===== config.mk =====
export PLATFORM = sky130hd
export DESIGN_NAME = button_auto_repeat_generator_core
export DESIGN_NICKNAME = d
export VERILOG_FILES = /design/src/rtl/btn_rpt_pkg.sv /design/src/rtl/btn_rpt_dp.sv /design/src/rtl/btn_rpt_ctrl.sv /design/src/rtl/button_auto_repeat_generator_core.sv
export SDC_FILE = /design/constraint.sdc
export NUM_CORES = 1
export LEC_CHECK = 0
export ABC_CLOCK_PERIOD_IN_PS = 5700
export BUFFER_PORTS_ARGS = -buffer_cell sky130_fd_sc_hd__buf_4
export CORE_UTILIZATION = 47
export DETAILED_ROUTE_END_ITERATION = 6
export HOLD_SLACK_MARGIN = 0.05
export PLACE_DENSITY = 0.65
export SLEW_MARGIN = 20
export SYNTH_ARGS = -nofsm -noshare
export SYNTH_HDL_FRONTEND = slang
export SYNTH_SLANG_ARGS = --single-unit

===== constraint.sdc =====
create_clock -name clk -period 5.7 [get_ports clk]
set_input_delay 0.57 -clock clk [delete_from_list [all_inputs] [get_ports clk]]
set_output_delay 0.57 -clock clk [all_outputs]
set_load 0.01 [all_outputs]

===== src/rtl/btn_rpt_pkg.sv =====
package btn_rpt_pkg;

	localparam int NUM_BUTTONS = 64;
	localparam int MASK_W      = 64;
	localparam int TICK_W      = 16;
	localparam int BID_W       = 7;
	localparam int IDX_W       = 6;

	// buttons that exist; higher bits of held/enable masks are ignored
	localparam logic [MASK_W-1:0] BTN_MASK = {MASK_W{1'b1}} >> (MASK_W - NUM_BUTTONS);

	typedef enum logic [1:0] {
		CMD_PRESS   = 2'd0,
		CMD_RELEASE = 2'd1,
		CMD_TICK    = 2'd2
	} cmd_code_t;

	typedef struct packed {
		logic capture;
		logic press;
		logic release_btn;
		logic tick_count;
		logic tick_fire;
		logic emit;
	} dp_cmd_t;

	typedef struct packed {
		cmd_code_t cmd;
		logic      id_ok;
		logic      live_any;
		logic      hit;
		logic      out_free;
		logic      scan_last;
		logic      scan_empty;
	} dp_status_t;

endpackage


===== src/rtl/btn_rpt_dp.sv =====
module btn_rpt_dp (
	input  logic                              clk,
	input  logic                              arst_n,
	input  btn_rpt_pkg::dp_cmd_t              ctl,
	output btn_rpt_pkg::dp_status_t           status,
	input  logic [1:0]                        cmd,
	input  logic [btn_rpt_pkg::BID_W-1:0]     button_id,
	input  logic [btn_rpt_pkg::MASK_W-1:0]    cfg_mask,
	input  logic [btn_rpt_pkg::TICK_W-1:0]    cfg_delay,
	input  logic [btn_rpt_pkg::TICK_W-1:0]    cfg_rate,
	output logic                              out_valid,
	input  logic                              out_stall,
	output logic [btn_rpt_pkg::BID_W-1:0]     button_report,
	output logic                              last
);

	logic [1:0]                        cmd_q;
	logic [btn_rpt_pkg::BID_W-1:0]     id_q;
	logic [btn_rpt_pkg::MASK_W-1:0]    held_q;
	logic [btn_rpt_pkg::TICK_W-1:0]    elapsed_q;
	logic                              delay_q;
	logic [btn_rpt_pkg::MASK_W-1:0]    scan_q;
	logic                              out_valid_q;
	logic [btn_rpt_pkg::BID_W-1:0]     report_q;
	logic                              last_q;

	logic [btn_rpt_pkg::IDX_W-1:0]     idx;
	logic [btn_rpt_pkg::MASK_W-1:0]    press_bit;
	logic                              press_en;
	logic [btn_rpt_pkg::MASK_W-1:0]    live;
	logic [btn_rpt_pkg::TICK_W-1:0]    inc;
	logic [btn_rpt_pkg::TICK_W-1:0]    threshold;
	logic [btn_rpt_pkg::MASK_W-1:0]    low_bit;
	logic [btn_rpt_pkg::MASK_W-1:0]    scan_rest;
	logic [btn_rpt_pkg::IDX_W-1:0]     low_idx;
	logic                              out_free;

	assign idx       = btn_rpt_pkg::IDX_W'(id_q - btn_rpt_pkg::BID_W'(1));
	assign press_bit = btn_rpt_pkg::MASK_W'(1) << idx;
	assign press_en  = cfg_mask[idx];
	assign live      = held_q & btn_rpt_pkg::BTN_MASK;

	// saturating count, compared against the phase threshold
	assign inc       = (elapsed_q == {btn_rpt_pkg::TICK_W{1'b1}}) ? elapsed_q
	                 : elapsed_q + btn_rpt_pkg::TICK_W'(1);
	assign threshold = delay_q ? cfg_delay : cfg_rate;

	// lowest pending button of the burst
	assign low_bit   = scan_q & (~scan_q + btn_rpt_pkg::MASK_W'(1));
	assign scan_rest = scan_q & (scan_q - btn_rpt_pkg::MASK_W'(1));

	always_comb begin
		low_idx = '0;
		for (int i = 0; i < btn_rpt_pkg::MASK_W; i++) begin
			if (low_bit[i]) begin
				low_idx = low_idx | btn_rpt_pkg::IDX_W'(i);
			end
		end
	end

	assign out_free = !out_valid_q || !out_stall;

	assign status.cmd        = btn_rpt_pkg::cmd_code_t'(cmd_q);
	assign status.id_ok      = (id_q != '0) &&
	                           (id_q <= btn_rpt_pkg::BID_W'(btn_rpt_pkg::NUM_BUTTONS));
	assign status.live_any   = (live != '0);
	assign status.hit        = (inc >= threshold);
	assign status.out_free   = out_free;
	assign status.scan_last  = (scan_rest == '0);
	assign status.scan_empty = (scan_q == '0);

	always_ff @(posedge clk) begin
		if (ctl.capture) begin
			cmd_q <= cmd;
			id_q  <= button_id;
		end
		if (ctl.press) begin
			report_q <= id_q;
			last_q   <= 1'b1;
		end else if (ctl.emit) begin
			report_q <= btn_rpt_pkg::BID_W'(low_idx) + btn_rpt_pkg::BID_W'(1);
			last_q   <= (scan_rest == '0);
		end
	end

	always_ff @(posedge clk or negedge arst_n) begin
		if (!arst_n) begin
			held_q      <= '0;
			elapsed_q   <= '0;
			delay_q     <= 1'b0;
			scan_q      <= '0;
			out_valid_q <= 1'b0;
		end else begin
			if (ctl.press && press_en) begin
				held_q    <= held_q | press_bit;
				elapsed_q <= '0;
				delay_q   <= 1'b1;
			end else if (ctl.release_btn) begin
				held_q <= held_q & ~press_bit;
			end else if (ctl.tick_count) begin
				elapsed_q <= inc;
			end else if (ctl.tick_fire) begin
				elapsed_q <= '0;
				delay_q   <= 1'b0;
			end

			if (ctl.tick_fire) begin
				scan_q <= live;
			end else if (ctl.emit) begin
				scan_q <= scan_rest;
			end

			if (ctl.press || ctl.emit) begin
				out_valid_q <= 1'b1;
			end else if (!out_stall) begin
				out_valid_q <= 1'b0;
			end
		end
	end

	assign out_valid     = out_valid_q;
	assign button_report = report_q;
	assign last          = last_q;

endmodule


===== src/rtl/btn_rpt_ctrl.sv =====
module btn_rpt_ctrl (
	input  logic                     clk,
	input  logic                     arst_n,
	input  logic                     in_valid,
	output logic                     in_stall,
	input  btn_rpt_pkg::dp_status_t  status,
	output btn_rpt_pkg::dp_cmd_t     ctl
);

	typedef enum logic [1:0] {
		ST_IDLE,
		ST_EXEC,
		ST_BURST
	} state_t;

	state_t state_q;
	state_t nxt;
	logic   stall_q;

	always_comb begin
		ctl = '0;
		nxt = state_q;
		case (state_q)
			ST_IDLE: begin
				if (in_valid) begin
					ctl.capture = 1'b1;
					nxt         = ST_EXEC;
				end
			end
			ST_EXEC: begin
				case (status.cmd)
					btn_rpt_pkg::CMD_PRESS: begin
						if (!status.id_ok) begin
							nxt = ST_IDLE;
						end else if (status.out_free) begin
							ctl.press = 1'b1;
							nxt       = ST_IDLE;
						end
					end
					btn_rpt_pkg::CMD_RELEASE: begin
						ctl.release_btn = status.id_ok;
						nxt             = ST_IDLE;
					end
					btn_rpt_pkg::CMD_TICK: begin
						if (!status.live_any) begin
							nxt = ST_IDLE;
						end else if (status.hit) begin
							ctl.tick_fire = 1'b1;
							nxt           = ST_BURST;
						end else begin
							ctl.tick_count = 1'b1;
							nxt            = ST_IDLE;
						end
					end
					default: begin
						nxt = ST_IDLE;
					end
				endcase
			end
			ST_BURST: begin
				if (status.out_free) begin
					ctl.emit = 1'b1;
					if (status.scan_last) begin
						nxt = ST_IDLE;
					end
				end
			end
			default: begin
				nxt = ST_IDLE;
			end
		endcase
	end

	always_ff @(posedge clk or negedge arst_n) begin
		if (!arst_n) begin
			state_q <= ST_IDLE;
			stall_q <= 1'b0;
		end else begin
			state_q <= nxt;
			stall_q <= (nxt != ST_IDLE);
		end
	end

	assign in_stall = stall_q;

endmodule


===== src/rtl/button_auto_repeat_generator_core.sv =====
// Press/release/tick words: stall rises in the cycle after each accepted word.
// A press report goes out on out_valid after the execute state, once the output is free;
// a firing tick loads the held buttons into the burst mask, then one report per cycle
// follows while the output is free; presses and bursts wait while out_stall is high.
// Reset (arst_n low) clears held buttons, tick count, phase, output valid and loads
// enable mask 0, delay 500, rate 50.
module button_auto_repeat_generator_core (
	input  logic                              clk,
	input  logic                              arst_n,
	input  logic                              in_valid,
	output logic                              in_stall,
	input  logic [1:0]                        cmd,
	input  logic [btn_rpt_pkg::BID_W-1:0]     button_id,
	output logic                              out_valid,
	input  logic                              out_stall,
	output logic [btn_rpt_pkg::BID_W-1:0]     button_report,
	output logic                              last,
	input  logic                              psel,
	input  logic                              penable,
	input  logic                              pwrite,
	input  logic [4:0]                        paddr,
	input  logic [63:0]                       pwdata,
	output logic [63:0]                       prdata,
	output logic                              pready
);

	localparam logic [1:0] REG_MASK  = 2'd0;
	localparam logic [1:0] REG_DELAY = 2'd1;
	localparam logic [1:0] REG_RATE  = 2'd2;

	logic [btn_rpt_pkg::MASK_W-1:0] mask_q;
	logic [btn_rpt_pkg::TICK_W-1:0] delay_q;
	logic [btn_rpt_pkg::TICK_W-1:0] rate_q;
	logic                           wr_en;
	logic [1:0]                     reg_sel;

	btn_rpt_pkg::dp_cmd_t    ctl;
	btn_rpt_pkg::dp_status_t status;

	assign pready  = 1'b1;
	assign reg_sel = paddr[4:3];
	assign wr_en   = psel && penable && pwrite && pready;

	always_ff @(posedge clk or negedge arst_n) begin
		if (!arst_n) begin
			mask_q  <= '0;
			delay_q <= btn_rpt_pkg::TICK_W'(500);
			rate_q  <= btn_rpt_pkg::TICK_W'(50);
		end else if (wr_en) begin
			case (reg_sel)
				REG_MASK:  mask_q  <= pwdata;
				REG_DELAY: delay_q <= pwdata[btn_rpt_pkg::TICK_W-1:0];
				REG_RATE:  rate_q  <= pwdata[btn_rpt_pkg::TICK_W-1:0];
				default: begin
				end
			endcase
		end
	end

	always_comb begin
		case (reg_sel)
			REG_MASK:  prdata = mask_q;
			REG_DELAY: prdata = 64'(delay_q);
			REG_RATE:  prdata = 64'(rate_q);
			default:   prdata = '0;
		endcase
	end

	btn_rpt_ctrl u_ctrl (
		.clk      (clk),
		.arst_n   (arst_n),
		.in_valid (in_valid),
		.in_stall (in_stall),
		.status   (status),
		.ctl      (ctl)
	);

	btn_rpt_dp u_dp (
		.clk           (clk),
		.arst_n        (arst_n),
		.ctl           (ctl),
		.status        (status),
		.cmd           (cmd),
		.button_id     (button_id),
		.cfg_mask      (mask_q),
		.cfg_delay     (delay_q),
		.cfg_rate      (rate_q),
		.out_valid     (out_valid),
		.out_stall     (out_stall),
		.button_report (button_report),
		.last          (last)
	);

`ifndef SYNTH
	// no burst left over once the block is ready for a new word
	a_scan_done: assert property (@(posedge clk) disable iff (!arst_n)
		!in_stall |-> status.scan_empty)
		else $error("burst mask not empty while ready");

	// reports always name an existing button
	a_report_range: assert property (@(posedge clk) disable iff (!arst_n)
		out_valid |-> (button_report != '0) &&
		(button_report <= btn_rpt_pkg::BID_W'(btn_rpt_pkg::NUM_BUTTONS)))
		else $error("report id out of range");

	// stall only rises after a word was taken
	a_stall_cause: assert property (@(posedge clk) disable iff (!arst_n)
		$rose(in_stall) |-> $past(in_valid))
		else $error("stall raised without an accepted word");
`endif

endmodule

==> impl_results.md <==
- Result of the run: finished clean
- IR Drop Worst-Case VDD: 0.2371 mV
- Hold Violations, Final: 0
- Final weighted congestion of routability-driven global placement: 1.060
- Critical-path cell with the highest stage delay: sky130_fd_sc_hd__nor4_1
- Core region area: 32620 um^2
- Number of enable flip-flop cells after synthesis: 16
- Number of global-route vias before repair: 13050
- Largest net degree at the start of global routing: 125
- Clock buffer count from CTS: 28
- Reg-to-Reg Start: u_dp.elapsed_q[5]
- Clk Latency, worst-skew pair: 550 ps
- Initial antenna violation count: 0
- Worst slack, placed: 940.3 ps
- Leakage power summed over all cells: 0.007486 uW
- Highest-count cells in the layout ignoring fill and taps: sky130_fd_sc_hd__dfrtp_1 (236), sky130_fd_sc_hd__buf_4 (179), sky130_fd_sc_hd__mux2_2 (165), sky130_fd_sc_hd__nor2_1 (118), sky130_fd_sc_hd__nand2_1 (112)
- Worst Reg-to-Reg Cells: 19
- Maximum clock rate: 206.1 MHz
- Clk Tree Root Cell: sky130_fd_sc_hd__clkbuf_16
- CTS Sinks: 262
- H-tree depth: 1
- Final HPWL from detailed placement: 35840 um
- Cell accounting for the most synthesized area: sky130_fd_sc_hd__dfrtp_1
- WL per Instance: 22.57 um
- Number of resized instances in the post-cts repair step: 0
- Proportion of layout cells with a drive suffix above 1: 0.2714
- Post-synthesis cell type count: 85
- Net switching share of the total power: 0.2802
- Portion of the post-synthesis area used by sequential elements: 0.4242
- Final Slew Violations: 0
- Tightest Pin Transition: 1143 ps
- Clock Pin Slew Worst Setup and Hold Paths: 60 ps
- Startpoint class of the critical path: flop
- Yosys Warn Count: 0
- Antenna Cells: 0
- Final critical delay including setup and external delays: 4851 ps
- DRC viols: 0
- Number of buffer and inverter instances along the worst setup path: 2
- Final cycle utilization of the critical path: 0.8511
- Critical path's top delay family: simple AND/OR/NAND/NOR gates
- Cell types occupying the most area after synthesis: sky130_fd_sc_hd__dfrtp_1 (38%), sky130_fd_sc_hd__mux2_2 (12%), sky130_fd_sc_hd__o21ai_0 (3.4%), sky130_fd_sc_hd__edfxtp_1 (3.1%), sky130_fd_sc_hd__mux4_2 (2.9%)
- Die width: 184.5 um
- Fraction of post-synthesis cell area in the top cell type by area: 0.3772
- Syn Inst Count: 1597
- Final setup margin: 848.9 ps
- First drt pass iteration count: 5
- Antenna Violating Nets Remaining: 0
- Combined area of all synthesized cells: 15660 um^2
- Area of the die: 34050 um^2
- Count of routing violations after the opening detailed-route iteration: 1265
- Floorplan row count: 66
- Relative slew margins: 0.2309
- Worst setup EP type: flop
- Setup slack of the most critical reg-to-reg path: 850 ps
- Number of vias per cell after detailed routing: 6.140
- Io pins: 160
- Setup clock skew after layout: 20.00 ps
- Critical Path, Cell by Cell: and4_1 > nand4_1 > nor4_1 > nand4_1 > buf_4 > nand2b_1 > nor2_1 > xor2_1 > ha_1 > a21o_1 > a21o_1 > a21oi_1 > nor2_1 > nor4_1 > o21a_1 > nand2b_4 > buf_4 > o311ai_0 > o21ai_0
- Layout Area Growth over Synthesis: 16.32%
- Pwr per Cell Area: 280.0 nW/um^2
- Internal Pwr Total: 3671 uW
- FFs w/ async S/R, synth: 0.9351
- Unrepaired setup endpoints after global routing: false
- Number of buffers inserted to repair setup after CTS: 0
- Largest driver fanout on the critical path: 35
- Clock tree from TritonCTS: done
- Mapped Avg Cell Area: 9.804 um^2
- Finished Layout Cells: 2174
- Via count of the routed design: 13350
- Dominant synthesized flop cell: sky130_fd_sc_hd__dfrtp_1
- Number of buffers on the longest clock path: 3
- Count of state elements after synthesis: 262
- First-pass GRT wire length: 76730 um
- Final count of negative-setup-slack endpoints: 0
- Number of hold buffers added after cts: 0
- Global route total overflow: 0
- Nets: 1818
- Data arrival at the endpoint of the critical path: 5320 ps
- Post-detailed-routing wire length: 49070 um
- Die height: 184.5 um
- Synthesized Nets: 1705
- Worst min path class: in -> async
- Combinational share of power: 0.188
- Max_cap viols: 0
- Worst Setup Path Type: reg -> reg
- Number of placed instances with taps included: 2122
- CP required: 6170 ps
- Proportion of power drawn by the clock network: 0.358
- Port Buffer Count: 155
- Maximum cell stage delay along the critical path: 550 ps
- Initial core utilization: 0.4800
- Worst reg2reg path endpoint: u_dp.scan_q[49]
- Commonest non-fill, non-tap cell in the layout: sky130_fd_sc_hd__dfrtp_1
- Switch Pwr: 1429 uW
- Share of power burned in registers: 0.454
- Aggregate negative setup slack: 0 ps
- Global router's overall resource usage: 0.2933
-- power by group through the flow --
stage | logic [uW] | registers [uW] | clock network (uW)
after floorplan | 656 | 2240 | 0
after detailed placement | 962 | 2340 | 0
after global routing | 1060 | 2350 | 1940
after CTS | 968 | 2310 | 1860
after global placement | 945 | 2330 | 0
final | 960 | 2320 | 1820
-- routing by layer --
layer  wire, um  vias up  GRT usage
li1           -     6138          -
met1      20410     6489     0.3873
met2      22710      569     0.4706
met3       3441      152    0.04861
met4       2506        0     0.1353
met5          0        -          0
-- worst reg2reg max path: cells and delay by family (launching register included) --
kind | cells | cell delay (ps)
adder cells (fa/ha/maj) | 1 | 330
XOR/XNOR | 1 | 170
AND/OR/NAND/NOR | 9 | 2230
buffers and inverters | 2 | 600
AO/OA/AOI/OAI | 6 | 990
flip-flops | 1 | 450
-- worst max-delay path by stage --
| stage | startpoint | to | slack (ps) | depth (start not counted) |
|---|---|---|---|---|
| floorplan | u_dp.elapsed_q[5] | u_dp.scan_q[22] | 1230 | 20 |
| global placement | u_dp.elapsed_q[3] | u_dp.scan_q[49] | 1110 | 19 |
| detailed placement | u_dp.elapsed_q[5] | u_dp.scan_q[49] | 940 | 19 |
| CTS | u_dp.elapsed_q[5] | u_dp.scan_q[49] | 890 | 19 |
| global route | u_dp.elapsed_q[3] | u_dp.scan_q[49] | 440 | 19 |
| finish | u_dp.elapsed_q[5] | u_dp.scan_q[49] | 850 | 19 |
-- logic make-up (layout without fill, tap and decap cells) --
group,after synthesis,count (layout),synth area share
compound gates,289,289,0.1235
flops,262,262,0.4242
xor+xnor,14,14,0.007831
mux,220,220,0.1698
simple gates,598,598,0.2071
other cells,1,1,0.0002395
fa+ha+maj,23,23,0.01838
buf+inv,190,325,0.04890
-- cells in the mapped netlist, types with 35 or more instances --
library cell / instances
sky130_fd_sc_hd__inv_1: 90
sky130_fd_sc_hd__o21ai_0: 107
sky130_fd_sc_hd__mux2_2: 165
sky130_fd_sc_hd__clkbuf_1: 70
sky130_fd_sc_hd__mux2i_1: 35
sky130_fd_sc_hd__nor3_1: 42
sky130_fd_sc_hd__and2_1: 53
sky130_fd_sc_hd__nor4_1: 49
sky130_fd_sc_hd__nand4_1: 39
sky130_fd_sc_hd__nand3_1: 63
sky130_fd_sc_hd__nand2_1: 112
sky130_fd_sc_hd__dfrtp_1: 236
sky130_fd_sc_hd__nor2_1: 119
-- final cells by class --
type,instances,area [um^2]
flip-flops and latches,262,6643
multi-input cells,1145,8330
repair buffers,183,1419
fillers,2934,14410
clock inverters,12,91.34
inverters,90,337.8
clock buffers,40,838.3
well taps,442,553.0
-- per-stage QoR --
| step | total power [uW] | utilization | hold WS, ps | area (um^2) |
|---|---|---|---|---|
| floorplan | 2899 | - | 274.4 | 15660 |
| global placement | 3277 | 0.5293 | 478.6 | 17260 |
| detailed placement | 3304 | 0.5295 | 480.8 | 17270 |
| CTS | 5140 | 0.5580 | 161.4 | 18200 |
| global route | 5347 | 0.5583 | 172.3 | 18210 |
| finish | 5100 | 0.5583 | 92.29 | 18210 |
Power figures use the tool's default switching activity.
